### config.mk
export PLATFORM = sky130hd
export DESIGN_NAME = binary_to_bcd_converter
export DESIGN_NICKNAME = d
export VERILOG_FILES = /design/src/design/b2bcd_pkg.sv /design/src/design/b2bcd_controller.sv /design/src/design/b2bcd_datapath.sv /design/src/design/binary_to_bcd_converter.sv
export VERILOG_INCLUDE_DIRS = /design/src /design/src/design
export SDC_FILE = /design/constraint.sdc
export NUM_CORES = 1
export LEC_CHECK = 0
export BUFFER_PORTS_ARGS = -buffer_cell sky130_fd_sc_hd__buf_2
export CAP_MARGIN = 20
export CORE_MARGIN = 3
export CORE_UTILIZATION = 34
export CTS_BUF_LIST = sky130_fd_sc_hd__clkbuf_8
export DETAILED_ROUTE_END_ITERATION = 7
export PLACE_DENSITY_LB_ADDON = 0.12
export REMOVE_ABC_BUFFERS = 1
export SLEW_MARGIN = 10
export SYNTH_ARGS = -nofsm -noshare
export SYNTH_HDL_FRONTEND = slang
export SYNTH_HIERARCHICAL = 1
export SYNTH_SLANG_ARGS = --single-unit
export TNS_END_PERCENT = 30
### constraint.sdc
create_clock -name clk -period 3.5 [get_ports clk]
set_input_delay 0 -clock clk [delete_from_list [all_inputs] [get_ports clk]]
set_output_delay 0 -clock clk [all_outputs]
set_load 0.01 [all_outputs]
### src/design/assert_macros.svh
`ifndef ASSERT_MACROS_SVH
`define ASSERT_MACROS_SVH

// Both macros expect clk and rst_n in scope.
`define ASSERT_ALWAYS(label, expr, msg) \
    label: assert property (@(posedge clk) disable iff (!rst_n) (expr)) \
        else $error(msg);

`define ASSERT_NEXT(label, ante, cons, msg) \
    label: assert property (@(posedge clk) disable iff (!rst_n) (ante) |=> (cons)) \
        else $error(msg);

`endif

### src/design/b2bcd_pkg.sv
`default_nettype none

package b2bcd_pkg;

    localparam int INPUT_WIDTH    = 64;
    localparam int MAX_DIGITS     = 20;
    localparam int DATA_WIDTH     = 64;
    localparam int BCD_WIDTH      = MAX_DIGITS * 4;
    localparam int BIT_CNT_W      = (INPUT_WIDTH > 1) ? $clog2(INPUT_WIDTH) : 1;
    localparam int DIGIT_W        = 4;
    localparam int IDX_W          = 5;
    localparam int OUT_DATA_WIDTH = 16;
    localparam int OUT_PAD        = OUT_DATA_WIDTH - DIGIT_W - 2 * IDX_W;

    typedef struct packed {
        logic capture;      // take input word into the holding register
        logic load;         // start a conversion from the holding register
        logic shift;        // one shift-and-add-3 step
        logic count_check;  // update digit count from the BCD register
        logic advance;      // step to the next output digit
    } cmd_t;

    typedef struct packed {
        logic shift_last;   // current shift handles the last input bit
        logic last_digit;   // digit on the output is the most significant one
    } status_t;

endpackage

`default_nettype wire

### src/design/b2bcd_controller.sv
`default_nettype none

module b2bcd_controller
    import b2bcd_pkg::*;
(
    input  wire logic    clk,
    input  wire logic    rst_n,
    input  wire logic    s_tvalid,
    output logic         s_tready,
    output logic         m_tvalid,
    input  wire logic    m_tready,
    input  wire status_t status,
    output cmd_t         cmd
);

    localparam logic [1:0] ST_IDLE   = 2'd0;
    localparam logic [1:0] ST_CONV   = 2'd1;
    localparam logic [1:0] ST_SETTLE = 2'd2;
    localparam logic [1:0] ST_EMIT   = 2'd3;

    logic [1:0] state_reg;
    logic [1:0] state_next;
    logic       full_reg;
    logic       full_next;

    assign s_tready = !full_reg;
    assign m_tvalid = (state_reg == ST_EMIT);

    always_comb
    begin
        cmd             = '0;
        cmd.capture     = s_tvalid && !full_reg;
        state_next      = state_reg;
        full_next       = full_reg;
        if (cmd.capture)
        begin
            full_next = 1'b1;
        end
        unique case (state_reg)
            ST_IDLE:
            begin
                if (full_reg)
                begin
                    cmd.load   = 1'b1;
                    full_next  = 1'b0;
                    state_next = ST_CONV;
                end
            end
            ST_CONV:
            begin
                cmd.shift       = 1'b1;
                cmd.count_check = 1'b1;
                if (status.shift_last)
                begin
                    state_next = ST_SETTLE;
                end
            end
            ST_SETTLE:
            begin
                // one more check sees the value after the final shift
                cmd.count_check = 1'b1;
                state_next      = ST_EMIT;
            end
            ST_EMIT:
            begin
                if (m_tready)
                begin
                    cmd.advance = 1'b1;
                    if (status.last_digit)
                    begin
                        state_next = ST_IDLE;
                    end
                end
            end
            default:
            begin
                state_next = ST_IDLE;
            end
        endcase
    end

    always_ff @(posedge clk or negedge rst_n)
    begin
        if (!rst_n)
        begin
            state_reg <= ST_IDLE;
            full_reg  <= 1'b0;
        end
        else
        begin
            state_reg <= state_next;
            full_reg  <= full_next;
        end
    end

endmodule

`default_nettype wire

### src/design/b2bcd_datapath.sv
`default_nettype none

module b2bcd_datapath
    import b2bcd_pkg::*;
(
    input  wire logic                      clk,
    input  wire logic [DATA_WIDTH-1:0]     in_data,
    input  wire cmd_t                      cmd,
    output status_t                        status,
    output logic [OUT_DATA_WIDTH-1:0]      out_data,
    output logic                           out_last
);

    logic [INPUT_WIDTH-1:0] hold_reg;
    logic [INPUT_WIDTH-1:0] bin_reg;
    logic [INPUT_WIDTH-1:0] bin_next;
    logic [BCD_WIDTH-1:0]   bcd_reg;
    logic [BCD_WIDTH-1:0]   bcd_next;
    logic [BCD_WIDTH-1:0]   bcd_adj;
    logic [BIT_CNT_W-1:0]   bit_cnt_reg;
    logic [BIT_CNT_W-1:0]   bit_cnt_next;
    logic [IDX_W-1:0]       cnt_reg;
    logic [IDX_W-1:0]       cnt_next;
    logic [IDX_W-1:0]       pos_reg;
    logic [IDX_W-1:0]       pos_next;
    logic                   grow;

    // add 3 to every digit of 5 or more before the shift
    always_comb
    begin
        for (int j = 0; j < MAX_DIGITS; j++)
        begin
            if (bcd_reg[4*j +: 4] >= 4'd5)
            begin
                bcd_adj[4*j +: 4] = bcd_reg[4*j +: 4] + 4'd3;
            end
            else
            begin
                bcd_adj[4*j +: 4] = bcd_reg[4*j +: 4];
            end
        end
    end

    // the value at most doubles per shift, so the count grows by one at most;
    // the count saturates at MAX_DIGITS since no digit sits at that index
    always_comb
    begin
        grow = 1'b0;
        for (int j = 0; j < MAX_DIGITS; j++)
        begin
            if (cnt_reg == IDX_W'(j) && bcd_reg[4*j +: 4] != 4'd0)
            begin
                grow = 1'b1;
            end
        end
    end

    always_comb
    begin
        bin_next     = bin_reg;
        bcd_next     = bcd_reg;
        bit_cnt_next = bit_cnt_reg;
        cnt_next     = cnt_reg;
        pos_next     = pos_reg;
        priority if (cmd.load)
        begin
            bin_next     = hold_reg;
            bcd_next     = '0;
            bit_cnt_next = '0;
            cnt_next     = IDX_W'(1);
            pos_next     = '0;
        end
        else if (cmd.shift)
        begin
            bin_next     = {bin_reg[INPUT_WIDTH-2:0], 1'b0};
            bcd_next     = {bcd_adj[BCD_WIDTH-2:0], bin_reg[INPUT_WIDTH-1]};
            bit_cnt_next = bit_cnt_reg + BIT_CNT_W'(1);
        end
        else if (cmd.advance)
        begin
            bcd_next = {4'd0, bcd_reg[BCD_WIDTH-1:4]};
            pos_next = pos_reg + IDX_W'(1);
        end
        if (cmd.count_check && grow)
        begin
            cnt_next = cnt_reg + IDX_W'(1);
        end
    end

    always_ff @(posedge clk)
    begin
        if (cmd.capture)
        begin
            hold_reg <= in_data[INPUT_WIDTH-1:0];
        end
        bin_reg     <= bin_next;
        bcd_reg     <= bcd_next;
        bit_cnt_reg <= bit_cnt_next;
        cnt_reg     <= cnt_next;
        pos_reg     <= pos_next;
    end

    assign status.shift_last = (bit_cnt_reg == BIT_CNT_W'(INPUT_WIDTH - 1));
    assign status.last_digit = (pos_reg == cnt_reg - IDX_W'(1));
    assign out_last          = status.last_digit;
    assign out_data          = {{OUT_PAD{1'b0}}, cnt_reg, pos_reg, bcd_reg[3:0]};

endmodule

`default_nettype wire

### src/design/binary_to_bcd_converter.sv
`default_nettype none

// Binary to BCD converter. Each 64-bit word taken on the s_ side is turned into
// its decimal digits, sent on the m_ side one word per digit, units first,
// with no leading zeros (zero gives one digit 0); tlast marks the most
// significant digit. A conversion has a load step, one shift-and-add-3 step
// per input bit (64 steps), and a step to settle the digit count; then the
// digits, up to 20, go out one per handshake, held while m_tready is low.
// The double dabble register shifts one bit per cycle.
// A single holding register takes the next input word while digits of the
// previous one are still going out.
`include "assert_macros.svh"

module binary_to_bcd_converter
    import b2bcd_pkg::*;
(
    input  wire logic                      clk,
    input  wire logic                      rst_n,
    input  wire logic                      s_tvalid,
    output logic                           s_tready,
    input  wire logic [DATA_WIDTH-1:0]     s_tdata,   // [63:0] binary_value
    output logic                           m_tvalid,
    input  wire logic                      m_tready,
    // [3:0] decimal_digit, [8:4] digit_position, [13:9] digit_count, [15:14] zero
    output logic [OUT_DATA_WIDTH-1:0]      m_tdata,
    output logic                           m_tlast    // last_digit
);

    cmd_t    cmd;
    status_t status;

    b2bcd_controller u_ctrl (
        .clk      (clk),
        .rst_n    (rst_n),
        .s_tvalid (s_tvalid),
        .s_tready (s_tready),
        .m_tvalid (m_tvalid),
        .m_tready (m_tready),
        .status   (status),
        .cmd      (cmd)
    );

    b2bcd_datapath u_dp (
        .clk      (clk),
        .in_data  (s_tdata),
        .cmd      (cmd),
        .status   (status),
        .out_data (m_tdata),
        .out_last (m_tlast)
    );

    `ASSERT_ALWAYS(a_digit_range, !m_tvalid || m_tdata[3:0] <= 4'd9, "digit above 9")
    `ASSERT_ALWAYS(a_pos_below_count, !m_tvalid || m_tdata[8:4] < m_tdata[13:9],
        "digit position not below count")
    `ASSERT_NEXT(a_run_ends, m_tvalid && m_tready && m_tlast, !m_tvalid,
        "digit sent after last digit")
    `ASSERT_NEXT(a_pos_steps, m_tvalid && m_tready && !m_tlast,
        m_tvalid && m_tdata[8:4] == $past(m_tdata[8:4]) + 5'd1,
        "digit position did not step by one")

endmodule

`default_nettype wire

[After elaboration in Yosys (flattened, before gate mapping)]
Index checks and enable logic that the tools add are counted.
Storage, ports and cells
  register bits after elaboration: 227
  bits of input ports: 68
  word-level logic and storage cells: 192
Cells by class
  $add $sub $neg: 24
  $lt $le $gt $ge: 20
  equal/unequal tests: 28
  multiplexer cells: 60
  bitwise operators: 1
  reductions and logical operators: 51
Operator list (count)
  two-way mux 80 bit: 2
  two-way mux 64 bit: 2
  >= comparator 4 x 3 -> 1 bit, second input constant: 20
  nonzero test 4 bit: 20
  adder 4 x 2 -> 4 bit, second input constant: 19
  two-way mux 4 bit: 19
  == test 5 x 4 -> 1 bit, second input constant: 8
  two-way mux 1 bit: 29
  logical AND 1 bit: 22
  == test 5 x 3 -> 1 bit, second input constant: 4
  == test 5 bit, second input constant: 4
  adder 5 x 1 -> 5 bit, second input constant: 2
  == test 5 x 2 -> 1 bit, second input constant: 2
  two-way mux 5 bit: 2
  two-way mux 2 bit: 4
  one-hot mux 2 bit (4 select lines): 1
  adder 6 x 1 -> 6 bit, second input constant: 1
  == test 6 bit, second input constant: 1
  inequality test 2 x 1 -> 1 bit, second input constant: 3
  nonzero test 2 bit: 3
  == test 5 x 1 -> 1 bit, second input constant: 1
  == test 5 bit: 1
  logical NOT 5 bit: 1
  subtractor 5 x 1 -> 5 bit, second input constant: 1
  11 further kinds: 12

[Logic depth before layout (Yosys ltp)]
Gate-level depths: netlist of the first run.
  word-level depth: 24
  gate-level depth with buffers: 10
  mapped depth without buffers: 9

[By module]
Netlist of the first run, hierarchy kept.
Modules (own cells, without submodules)
  b2bcd_datapath: times used 1, cells an instance 985, area each 11011.8 um^2
  b2bcd_controller: times used 1, cells an instance 22, area each 229.0 um^2

[Worst setup path after synthesis of the first run]
OpenSTA, ideal clock, no wires.
  path type: reg2reg
  from: register u_ctrl.state_reg[0]
  to: register u_dp.bin_reg[0], enable pin
  setup time: 394 ps
  arrival: 2280 ps
  required time: 3106 ps
  path slack: 825 ps
  stages on the path, launching flop included: 7
  buffers on the path: 2
  period minus slack after synthesis: 2675 ps
  path through: dfrtp_1 -> inv_1 -> ha_1 -> and2_2 -> clkbuf_1 -> clkbuf_1 -> or2_2
RTL lines
  start, declared: RTL line b2bcd_controller.sv:21  | logic [1:0] state_reg;
  start signal, assigned: RTL line b2bcd_controller.sv:91  | state_reg <= state_next;
  end signal, assigned: RTL line b2bcd_datapath.sv:96  | bin_reg <= bin_next;
  end, declared: RTL line b2bcd_datapath.sv:15  | logic [INPUT_WIDTH-1:0] bin_reg;

[Worst setup path in the final report of the first run]
  from: register u_dp.bcd_reg[16]
  to: register u_dp.cnt_reg[0], enable pin
On the way
  cells in the longest elaborated chain, start to end: 20
Ends and longest elaborated chain
  start, declared: RTL line b2bcd_datapath.sv:17  | logic [BCD_WIDTH-1:0] bcd_reg;
  start signal, assigned: RTL line b2bcd_datapath.sv:97  | bcd_reg <= bcd_next;
  nonzero test 4 bit: RTL line b2bcd_datapath.sv:51  | if (cnt_reg == IDX_W'(j) && bcd_reg[4*j +: 4] != 4'd0)
  logical AND 1 bit: RTL line b2bcd_datapath.sv:51
  two-way mux 1 bit (16 in a row): RTL line b2bcd_datapath.sv:51
  logical AND 1 bit: RTL line b2bcd_datapath.sv:84  | if (cmd.count_check && grow)
  nonzero test 2 bit (no line)
  end signal, assigned: RTL line b2bcd_datapath.sv:99  | cnt_reg <= cnt_next;
  end, declared: RTL line b2bcd_datapath.sv:22  | logic [IDX_W-1:0] cnt_reg;
Every way passes these cells.
A chain may end at the register's enable or synchronous reset.

==> flow_summary.rst, run 1 <==
.. list-table::
   :header-rows: 1

   * - Metric
     - Value
   * - Drt first pass iters
     - 4
   * - Largest stage delay, worst path
     - 0.50 ns
   * - Cells after synthesis
     - 1007
   * - Pins over their slew limit
     - 0
   * - Critical path buffer and inverter count
     - 1
   * - Worst supply voltage drop on vdd
     - 0.6427 mV
   * - Startpoint types
     - flip-flop
   * - Clock slew at the register clock pins of the worst setup and hold paths
     - 0.06 ns
   * - Per-cell routed wire length
     - 15.09 um
   * - Clock latency at the later pin of the worst-skew pair
     - 0.57 ns
   * - Final number of setup-violating endpoints
     - 0
   * - Cell Rows
     - 65
   * - Status
     - complete, no violations
   * - Cell area after technology mapping
     - 11240 um^2
   * - Fmax
     - 372.1 MHz
   * - DRT iter0 DRCs
     - 416
   * - Count of yosys warnings during synthesis
     - 6
   * - Top-level port count
     - 87
   * - Area contributors post-synth
     - sky130_fd_sc_hd__edfxtp_1 (36%), sky130_fd_sc_hd__dfxtp_1 (16%), sky130_fd_sc_hd__a211oi_1 (10%), sky130_fd_sc_hd__mux2_1 (6.4%), sky130_fd_sc_hd__ha_1 (5.9%)
   * - Critical Path RT
     - 3.76 ns
   * - Unique cell type count in the Yosys netlist
     - 45
   * - Min-delay worst type
     - input pin to flip-flop
   * - Depth of the CTS H-tree
     - 2
   * - Share of layout cells above drive strength 1
     - 12.97%
   * - Antenna-violating nets left
     - 0
   * - Vias in the first global route
     - 7949
   * - Max-slew headroom at the worst pin
     - 45.20%
   * - Setup crit end kind
     - flip-flop
   * - Maximum Capacitance Violations
     - 0
   * - Vias per inst
     - 4.875
   * - Leak
     - 5.032 nW
   * - Post-synthesis sequential area ratio
     - 52.40%
   * - Endpoints failing hold
     - 0
   * - Number of flip-flops in the largest register
     - 80
   * - Clock buffer count from CTS
     - 42
   * - Overflow left after global routing
     - 0
   * - Die Y-Extent
     - 187.8 um
   * - Library cell used as clock root buffer
     - sky130_fd_sc_hd__clkbuf_8
   * - Overall routed net length
     - 24380 um
   * - Number of synthesized register bits
     - 227
   * - Portion of synthesized cell area occupied by the leading cell type
     - 35.53%
   * - Maximum number of pins on one net before global-route repair
     - 122
   * - Leading cell type in the layout, fill and taps excluded
     - sky130_fd_sc_hd__a211oi_1
   * - Hold Slack
     - 0.1333 ns
   * - Period utilization
     - 76.79%
   * - Global-route usage over all layers
     - 13.81%
   * - Critical Path Slowest Stage Cell
     - sky130_fd_sc_hd__o41ai_4
   * - First-pass GRT wire length
     - 40500 um
   * - Cell area power density
     - 980.6 nW/um^2
   * - Worst setup skew after layout
     - 0.02547 ns
   * - Weighted congestion reported at the end of routability-driven placement
     - 0.7707
   * - Effective utilization at floorplan
     - 35.08%
   * - Top library cells by usage in the layout, fill and taps aside
     - sky130_fd_sc_hd__a211oi_1 (151), sky130_fd_sc_hd__edfxtp_1 (133), sky130_fd_sc_hd__dfxtp_1 (91)
   * - Clock tree from TritonCTS
     - built
   * - Setup CP Type
     - flip-flop to flip-flop
   * - Number of port buffers
     - 84
   * - X dimension of the die
     - 187.8 um
   * - Post-DP HPWL
     - 15230 um
   * - Area overhead of the layout relative to synthesis
     - 20.27%
   * - Sink count of the clock tree
     - 227
   * - Endpoint arrival time on the critical path
     - 2.95 ns
   * - Clk buf depth
     - 3
   * - Setup repair after global routing missed its margin
     - no
   * - Mean area per synthesized cell
     - 11.16 um^2
   * - Core Region
     - 32040 um^2
   * - Number of synthesized flops with an enable pin
     - 133
   * - Total number of vias
     - 7878
   * - Share of synthesized flip-flops with an asynchronous set or reset
     - 1.322%
   * - Area of the die
     - 35280 um^2
   * - Total power of the final layout
     - 13.26 mW
   * - DRC violation count after routing
     - 0
   * - Final layout net count
     - 1271
   * - Most used flip-flop cell after synthesis
     - sky130_fd_sc_hd__edfxtp_1
   * - Minimum clock period after layout
     - 2.688 ns
   * - Transition at the pin with the smallest max-transition slack
     - 0.8220 ns
   * - Cell family with most CP delay
     - compound AO/OA/AOI/OAI gates
   * - Series of cell instances along the critical path
     - inv_1 -> ha_1 -> or3b_1 -> a222oi_1 -> o32ai_1 -> o41ai_4 -> nand2b_1
   * - Top fanout value on the critical path
     - 6
   * - Number of antenna violations at the first check in global routing
     - 1
   * - Yosys top cell by area
     - sky130_fd_sc_hd__edfxtp_1
[power by group]
| part | internal (mW) | switching, mW | leakage, nW | total [mW] |
|---|---|---|---|---|
| sequential | 4.31 | 0.898 | 2.05 | 5.20 |
| combinational | 2.54 | 3.21 | 2.51 | 5.75 |
| clock | 1.17 | 1.13 | 0.474 | 2.30 |
[through the flow]
stage	utilization, %	worst slack (ns)	instances	TNS (ns)	area (um^2)
floorplan	-	-1.496	945	-146.91	10980
global placement	37.75	0.8398	1474	0	12100
detailed placement	37.75	0.8249	1474	0	12100
CTS	42.18	0.8042	1615	0	13520
global route	42.19	0.6445	1616	0	13520
finish	42.19	0.8124	1616	0	13520
[cell families after synthesis]
family | Yosys count | share of synthesized area, %
AND/OR/NAND/NOR | 232 | 11.62
AO/OA/AOI/OAI | 274 | 16.22
XOR/XNOR | 36 | 2.805
other | 1 | 0.03336
adder cells (fa/ha/maj) | 53 | 5.899
flip-flops | 227 | 52.40
multiplexers | 70 | 6.946
buffers and inverters | 114 | 4.074
[final cells by class]
class | instances | area [um^2]
Multi-Input combinational cell | 667 | 4912
Tap cell | 435 | 544.3
Clock inverter | 30 | 143.9
Fill cell | 3076 | 18520
Antenna cell | 1 | 2.502
Timing Repair Buffer | 161 | 1229
Sequential cell | 227 | 5891
Clock buffer | 44 | 605.6
Inverter | 51 | 191.4
[cells in the mapped netlist (12+ instances only)]
cell,instances
sky130_fd_sc_hd__nor2_1,84
sky130_fd_sc_hd__nand2b_1,25
sky130_fd_sc_hd__ha_1,53
sky130_fd_sc_hd__a21oi_1,86
sky130_fd_sc_hd__a211oi_1,151
sky130_fd_sc_hd__nor3b_1,44
sky130_fd_sc_hd__buf_1,12
sky130_fd_sc_hd__clkbuf_1,43
sky130_fd_sc_hd__mux2_1,64
sky130_fd_sc_hd__xnor2_1,25
sky130_fd_sc_hd__dfxtp_1,91
sky130_fd_sc_hd__o21ai_0,20
sky130_fd_sc_hd__edfxtp_1,133
sky130_fd_sc_hd__nor2b_1,39
sky130_fd_sc_hd__inv_1,50
[routing by layer]
metal	track usage (%)	vias up	share of wire [%]
li1	-	4008	-
met5	0	-	0
met2	22.28	140	44
met4	4.502	0	2.1
met3	3.440	43	5.0
met1	18.23	3687	49
[what timing repair did]
item                      CTS  global route
hold buffers               67             0
buffers inserted            0             0
gates resized for setup     0             0
hold endpoints to repair   69             0
[worst paths after layout]
| kind | from | end | slack [ns] | cells after the start |
|---|---|---|---|---|
| max reg2reg | u_dp/bcd_reg[16]$_SDFFE_PP0P_ | u_dp/cnt_reg[0]$_SDFFCE_PN1P_ | 0.81 | 7 |
| max in group asynchronous | rst_n | u_ctrl/full_reg$_DFF_PN0_ | 2.99 | 3 |
| min | s_tdata[39] | u_dp/hold_reg[39]$_DFFE_PP_ | 0.13 | 2 |
| min reg2reg | u_dp/bit_cnt_reg[5]$_SDFFE_PP0P_ | u_dp/bit_cnt_reg[5]$_SDFFE_PP0P_ | 0.49 | 2 |
| max | u_dp/bcd_reg[16]$_SDFFE_PP0P_ | u_dp/cnt_reg[0]$_SDFFCE_PN1P_ | 0.81 | 7 |
| min in group asynchronous | rst_n | u_ctrl/state_reg[1]$_DFFE_PN0P_ | 0.35 | 3 |
Note: power is estimated with default switching activity, not from simulation.
==> run 2, diff against run 1 <==
==> constraint.sdc (replaced) <==
create_clock -name clk -period 2.47 [get_ports clk]
set_input_delay 0 -clock clk [delete_from_list [all_inputs] [get_ports clk]]
set_output_delay 0 -clock clk [all_outputs]
set_load 0.01 [all_outputs]
==> run 2 against run 1 <==
Effect of this change: combinational power increased by 54%; register-to-register slack got worse by 0.74 ns; setup slack got worse by 0.74 ns; sequential cell count unchanged; clock power increased by 43%; largest cell class unchanged.
==> flow_summary.rst, run 2 (synthesis results as in run 1) <==
.. list-table::
   :header-rows: 1

   * - Metric
     - Value
   * - Largest stage delay, worst path
     - 0.46 ns (-0.04 ns)
   * - First-pass GRT wire length
     - 40700 um (+0.49%)
   * - X dimension of the die
     - 187.8 um (unchanged)
   * - Setup CP Type
     - flip-flop to flip-flop
   * - Internal power
     - 11.80 mW (+47%)
   * - Library cell used as clock root buffer
     - sky130_fd_sc_hd__clkbuf_8
   * - Core Region
     - 32040 um^2 (unchanged)
   * - Total number of vias
     - 7993 (+1.5%)
   * - DRC violation count after routing
     - 0 (unchanged)
   * - Share of layout cells above drive strength 1
     - 17.73% (+4.8 points)
   * - DRT iter0 DRCs
     - 396 (-4.8%)
   * - Series of cell instances along the critical path
     - inv_2 -> ha_4 -> or3b_4 -> a222oi_1 -> o32ai_2 -> o41ai_4 -> nand2b_1
   * - R2r setup slk
     - 0.08 ns (-0.74 ns)
   * - Effective utilization at floorplan
     - 35.08% (unchanged)
   * - R2r startpoint
     - u_dp/bcd_reg[17]$_SDFFE_PP0P_
   * - Number of antenna violations at the first check in global routing
     - 1 (unchanged)
   * - Setup repair after global routing missed its margin
     - yes
   * - Maximum number of pins on one net before global-route repair
     - 88 (-28%)
   * - Critical Path Slowest Stage Cell
     - sky130_fd_sc_hd__a222oi_1
   * - Endpoints failing hold
     - 0 (unchanged)
   * - Area overhead of the layout relative to synthesis
     - 23.33%
   * - Sink count of the clock tree
     - 227 (unchanged)
   * - Die Y-Extent
     - 187.8 um (unchanged)
   * - Overflow left after global routing
     - 0 (unchanged)
   * - Post-layout instance count excluding filler cells
     - 1643 (+1.7%)
   * - Weighted congestion reported at the end of routability-driven placement
     - 0.7591 (-1.5%)
   * - Setup slack at placement
     - 0.01853 ns (-0.8064 ns)
   * - Top-level port count
     - 87 (unchanged)
   * - Number of port buffers
     - 84 (unchanged)
   * - Capture instance of the worst register-to-register path
     - u_dp/cnt_reg[1]$_SDFFCE_PN0P_
   * - Top library cells by usage in the layout, fill and taps aside
     - sky130_fd_sc_hd__a211oi_1 (151), sky130_fd_sc_hd__edfxtp_1 (133), sky130_fd_sc_hd__a21oi_1 (86), sky130_fd_sc_hd__dfxtp_1 (86)
   * - Leading cell type in the layout, fill and taps excluded
     - sky130_fd_sc_hd__a211oi_1
   * - Switching power
     - 7.613 mW (+45%)
   * - Worst setup skew after layout
     - 0.01731 ns (-0.008159 ns)
   * - Vias per inst
     - 4.865 (-0.21%)
   * - Clk pwr share
     - 16.9% (-0.5 points)
   * - Antenna-violating nets left
     - 0 (unchanged)
   * - End point of the most critical hold path
     - u_dp/hold_reg[10]$_DFFE_PP_
   * - Share of power burned in combinational logic
     - 45.5% (+2.1 points)
   * - Timing startpoint of the critical path
     - u_dp/bcd_reg[17]$_SDFFE_PP0P_
   * - Worst supply voltage drop on vdd
     - 0.5444 mV (-15%)
   * - Setup crit end kind
     - flip-flop
   * - Clock latency at the later pin of the worst-skew pair
     - 0.56 ns (about the same)
   * - Cell Rows
     - 65 (unchanged)
   * - Period utilization
     - 96.94% (+20 points)
   * - Overall routed net length
     - 24760 um (+1.6%)
   * - Post-DP HPWL
     - 15470 um (+1.6%)
   * - Maximum Capacitance Violations
     - 0 (unchanged)
   * - Net switching share of the total power
     - 39.21% (-0.32 points)
   * - Vias in the first global route
     - 7918 (-0.39%)
   * - Drt first pass iters
     - 5 (+1)
   * - Area of the die
     - 35280 um^2 (unchanged)
   * - Pins over their slew limit
     - 0 (unchanged)
   * - Placed Area
     - 12290 um^2 (+1.6%)
   * - Final layout net count
     - 1298 (+2.1%)
   * - Startpoint of the tightest hold check path
     - s_tdata[10]
   * - Final number of setup-violating endpoints
     - 0 (unchanged)
   * - Cell area after layout
     - 13860 um^2 (+2.5%)
   * - Clock buffer count from CTS
     - 42 (unchanged)
   * - Min-delay worst type
     - input pin to flip-flop
   * - Number of flip-flops in the largest register
     - 80 (unchanged)
   * - Placed Cells
     - 1496 (+1.5%)
   * - Per-cell routed wire length
     - 15.07 um (about the same)
   * - Clk buf depth
     - 3 (unchanged)
   * - Global-route usage over all layers
     - 13.89% (+0.078 points)
   * - Depth of the CTS H-tree
     - 2 (unchanged)
   * - Startpoint types
     - flip-flop
   * - Total power of the final layout
     - 19.42 mW (+46%)
   * - Worst-case setup margin in the final layout
     - 0.07564 ns (-0.7367 ns)
   * - Critical Path RT
     - 2.74 ns (-1.02 ns)
   * - Top fanout value on the critical path
     - 5 (-1)
   * - Clock slew at the register clock pins of the worst setup and hold paths
     - 0.06 ns (about the same)
   * - Status
     - complete, no violations
   * - Clock tree from TritonCTS
     - built
   * - Sequential group share of total power
     - 37.6% (-1.6 points)
   * - Cell area power density
     - 1400 nW/um^2 (+43%)
   * - Endpoint arrival time on the critical path
     - 2.66 ns (-0.29 ns)
   * - Minimum clock period after layout
     - 2.394 ns (-0.2933 ns)
   * - Leak
     - 5.155 nW (+2.4%)
   * - Number of instances on the worst hold path
     - 2 (unchanged)
   * - Fmax
     - 417.6 MHz (+12%)
   * - Length in cells of the worst reg-to-reg path
     - 7 (unchanged)
-- run 2: metal layers --
layer	GRT usage (%)	vias to the layer above	wire, um
li1	-	4062	-
met1	19.38	3732	12040
met2	21.43	156	10960
met3	3.365	43	1254
met4	4.156	0	507
met5	0	-	0
-- run 2: final cells by class --
class	instances	area (um^2)
fillers	3083	18180
well taps	435	544.3
clock inverters	30	147.6
flip-flops and latches	227	5899
multi-input cells	667	5011
repair buffers	188	1459
diodes	1	2.502
clock buffers	44	605.6
inverters	51	193.9
-- run 2: repair_timing --
item                                    CTS  global route
buffers inserted                          0             4
endpoints found under the setup margin    5            11
gates resized for setup                   0            39
pin swaps                                 2             8
hold buffers                             68             0
endpoints found under the hold margin    70             0
gates cloned                              0             0
-- run 2: how the worst max path moves through the flow --
stage                                    endpoint  slack, ns  depth (start not counted)
floorplan           u_dp/bin_reg[0]$_SDFFCE_PN0P_      -2.53                          3
global placement    u_dp/cnt_reg[1]$_SDFFCE_PN0P_       0.04                          7
detailed placement  u_dp/cnt_reg[0]$_SDFFCE_PN1P_       0.02                          7
CTS                 u_dp/cnt_reg[1]$_SDFFCE_PN0P_      0.007                          7
global route        u_dp/cnt_reg[0]$_SDFFCE_PN1P_      -0.06                          7
finish              u_dp/cnt_reg[1]$_SDFFCE_PN0P_       0.08                          7
-- run 2: power groups by stage --
stage	sequential, mW	combinational (mW)	clock (mW)
2_1_floorplan	7.04	6.23	0
3_3_place_gp	7.33	8.56	0
3_5_place_dp	7.32	8.57	0
4_1_cts	7.27	8.71	3.46
5_1_grt	7.55	9.96	3.63
6_report	7.30	8.84	3.28
-- run 2: critical path, delay by kind of cell (launching register included) --
family,cells,cell delay [ns]
AO/OA/AOI/OAI,3,0.97
adder cells (fa/ha/maj),1,0.13
buffers and inverters,1,0.08
flip-flops,1,0.33
AND/OR/NAND/NOR,2,0.60
-- run 2: per-stage QoR --
step,setup TNS [ns],util [%],hold slack (ns)
6_report,0,43.26,0.1408
5_1_grt,-0.4099,43.26,0.08712
4_1_cts,0,42.82,0.07432
3_5_place_dp,0,38.34,-0.1956
3_3_place_gp,0,38.34,-0.1931
2_1_floorplan,-344.53,-,-0.2956
==> run 3, diff against run 2 <==
--- a/config.mk
+++ b/config.mk
@@ -9,7 +9,7 @@
 export BUFFER_PORTS_ARGS = -buffer_cell sky130_fd_sc_hd__buf_2
 export CAP_MARGIN = 20
 export CORE_MARGIN = 3
-export CORE_UTILIZATION = 34
+export CORE_UTILIZATION = 56
 export CTS_BUF_LIST = sky130_fd_sc_hd__clkbuf_8
 export DETAILED_ROUTE_END_ITERATION = 7
 export PLACE_DENSITY_LB_ADDON = 0.12
==> run 3 against run 2 <==
Effect of this change: critical path depth stayed put; critical path type unchanged; sequential cell count stayed put; via count is 1.5% higher; final area is 1.9% lower; highest routed layer unchanged; total power is 1.1% lower; largest power group unchanged; wire length is 5.2% lower; register-to-register slack worse by 0.04 ns.
==> flow_summary.rst, run 3 (synthesis results as in run 1) <==
.. list-table::
   :header-rows: 1

   * - Metric
     - Value
   * - DRT iter0 DRCs
     - 462 (+17%)
   * - Fmax
     - 411.2 MHz (-1.5%)
   * - Setup repair after global routing missed its margin
     - yes
   * - Minimum clock period after layout
     - 2.432 ns (+0.03743 ns)
   * - Status
     - complete, no violations
   * - Fill cell instance count of the final layout
     - 1481 (-52%)
   * - X dimension of the die
     - 147.7 um (-21%)
   * - First-pass GRT wire length
     - 39250 um (-3.5%)
   * - Leading cell type in the layout, fill and taps excluded
     - sky130_fd_sc_hd__a211oi_1
   * - Largest stage delay, worst path
     - 0.50 ns (+0.04 ns)
   * - Capture instance of the worst register-to-register path
     - u_dp/cnt_reg[1]$_SDFFCE_PN0P_
   * - Hold Slack
     - 0.1776 ns (+0.03676 ns)
   * - Area overhead of the layout relative to synthesis
     - 20.95%
   * - Critical Path RT
     - 2.71 ns (-0.03 ns)
   * - Worst-case setup margin in the final layout
     - 0.03821 ns (-0.03743 ns)
   * - Antenna-violating nets left
     - 0 (unchanged)
   * - Post-layout instance count excluding filler cells
     - 1469 (-11%)
   * - Critical Path Slowest Stage Cell
     - sky130_fd_sc_hd__a222oi_1
   * - Depth of the CTS H-tree
     - 2 (unchanged)
   * - Period utilization
     - 98.45% (+1.5 points)
   * - Number of antenna violations at the first check in global routing
     - 2 (+1)
   * - Clock slew at the register clock pins of the worst setup and hold paths
     - 0.06 ns (about the same)
   * - Die Y-Extent
     - 147.7 um (-21%)
   * - Placed Area
     - 12080 um^2 (-1.6%)
   * - Final number of setup-violating endpoints
     - 0 (unchanged)
   * - Maximum Capacitance Violations
     - 0 (unchanged)
   * - Sink count of the clock tree
     - 227 (unchanged)
   * - Timing startpoint of the critical path
     - u_dp/bcd_reg[17]$_SDFFE_PP0P_
   * - Global-route usage over all layers
     - 21.74% (+7.9 points)
   * - Number of flip-flops in the largest register
     - 80 (unchanged)
   * - Final TNS setup
     - 0 ns (unchanged)
   * - Per-cell routed wire length
     - 15.99 um (+6.1%)
   * - Share of layout cells above drive strength 1
     - 17.47% (-0.26 points)
   * - Clock buffer count from CTS
     - 39 (-7.1%)
   * - Setup slack at placement
     - -0.01472 ns (-0.03325 ns)
   * - Weighted congestion reported at the end of routability-driven placement
     - 0.8210 (+8.2%)
   * - Leak
     - 5.129 nW (-0.50%)
   * - Max-slew headroom at the worst pin
     - 44.83%
   * - Cell Rows
     - 51 (-22%)
   * - Number of port buffers
     - 84 (unchanged)
   * - Endpoint arrival time on the critical path
     - 2.68 ns (+0.02 ns)
   * - Series of cell instances along the critical path
     - inv_2 -> ha_4 -> or3b_4 -> a222oi_1 -> o32ai_2 -> o41ai_4 -> nand2b_1
   * - Post-DP HPWL
     - 14480 um (-6.4%)
   * - Setup crit end kind
     - flip-flop
   * - Vias per inst
     - 5.521 (+13%)
   * - Clock latency at the later pin of the worst-skew pair
     - 0.53 ns (-0.03 ns)
   * - Area of the die
     - 21810 um^2 (-38%)
   * - DRC violation count after routing
     - 0 (unchanged)
   * - Overflow left after global routing
     - 0 (unchanged)
   * - Clk buf depth
     - 3 (unchanged)
   * - Clock tree from TritonCTS
     - built
   * - Startpoint types
     - flip-flop
   * - R2r setup slk
     - 0.04 ns (-0.04 ns)
   * - Pins over their slew limit
     - 0 (unchanged)
   * - Library cell used as clock root buffer
     - sky130_fd_sc_hd__clkbuf_8
   * - Core Region
     - 19590 um^2 (-39%)
   * - Worst supply voltage drop on vdd
     - 0.6710 mV (+23%)
   * - Transition at the pin with the smallest max-transition slack
     - 0.8275 ns
   * - Total power of the final layout
     - 19.20 mW (-1.1%)
   * - Top library cells by usage in the layout, fill and taps aside
     - sky130_fd_sc_hd__a211oi_1 (151), sky130_fd_sc_hd__edfxtp_1 (133), sky130_fd_sc_hd__a21oi_1 (86)
   * - Final layout net count
     - 1296 (-0.15%)
   * - Setup CP Type
     - flip-flop to flip-flop
   * - Worst setup skew after layout
     - 0.01234 ns (-0.004970 ns)
   * - Cell area after layout
     - 13600 um^2 (-1.9%)
   * - Vias in the first global route
     - 7916 (-0.025%)
   * - End-of-flow core utilization
     - 69.40% (+26 points)
   * - Effective utilization at floorplan
     - 57.38% (+22 points)
   * - Drt first pass iters
     - 5 (unchanged)
   * - Overall routed net length
     - 23490 um (-5.2%)
   * - Maximum number of pins on one net before global-route repair
     - 127 (+44%)
   * - Cell area power density
     - 1412 nW/um^2 (+0.84%)
   * - Top fanout value on the critical path
     - 5 (unchanged)
   * - Sequential cell area
     - 5898 um^2 (about the same)
   * - Length in cells of the worst reg-to-reg path
     - 7 (unchanged)
   * - Placed Cells
     - 1329 (-11%)
   * - Setup crit end
     - u_dp/cnt_reg[1]$_SDFFCE_PN0P_
   * - Total number of vias
     - 8110 (+1.5%)
   * - Min-delay worst type
     - input pin to flip-flop
   * - Endpoints failing hold
     - 0 (unchanged)
   * - Area of the multi-input gates
     - 4967 um^2 (-0.87%)
   * - R2r startpoint
     - u_dp/bcd_reg[17]$_SDFFE_PP0P_
   * - Top-level port count
     - 87 (unchanged)
[run 3: worst min path at each step]
stage | from | to | slack [ns] | depth (start not counted)
6_report | s_tdata[50] | u_dp/hold_reg[50]$_DFFE_PP_ | 0.18 | 2
5_1_grt | s_tdata[50] | u_dp/hold_reg[50]$_DFFE_PP_ | 0.16 | 2
4_1_cts | s_tdata[46] | u_dp/hold_reg[46]$_DFFE_PP_ | 0.14 | 2
3_5_place_dp | rst_n | u_ctrl/state_reg[0]$_DFFE_PN0P_ | -0.20 | 1
3_3_place_gp | rst_n | u_ctrl/state_reg[0]$_DFFE_PN0P_ | -0.20 | 1
2_1_floorplan | rst_n | u_ctrl/full_reg$_DFF_PN0_ | -0.30 | 0
[run 3: critical path: cells and delay by family, from the launching register on]
kind	cells	cell delay, ns
AO/OA/AOI/OAI	3	1.03
flip-flops	1	0.32
buffers and inverters	1	0.08
adder cells (fa/ha/maj)	1	0.14
AND/OR/NAND/NOR	2	0.58
[run 3: routing by layer]
metal	GRT usage [%]	up-vias	wire length [um]
li1	-	4063	-
met1	29.33	3849	10720
met2	36.06	155	11300
met3	3.679	43	912
met4	7.130	0	558
met5	0	-	0
[run 3: where the power goes]
part,switching (mW),total (mW),internal (mW)
sequential,1.17,7.29,6.12
clock,1.51,3.24,1.73
combinational,4.74,8.67,3.93
total,7.41,19.2,11.8
[run 3: what timing repair did]
item,CTS,global route
hold endpoints to repair,69,0
gates cloned,0,0
setup buffers,0,3
pin swaps,3,6
endpoints found under the setup margin,7,10
gates resized for setup,2,25
hold buffers,67,0
[run 3: area by class of cell]
| class | instances | area share (%) |
|---|---|---|
| Multi-Input combinational cell | 667 | 36.54 |
| Sequential cell | 227 | 43.38 |
| Tap cell | 265 | 2.439 |
| Timing Repair Buffer | 189 | 10.68 |
| Antenna cell | 2 | 0.03681 |
| Clock inverter | 21 | 0.7639 |
| Clock buffer | 47 | 4.758 |
| Inverter | 51 | 1.408 |
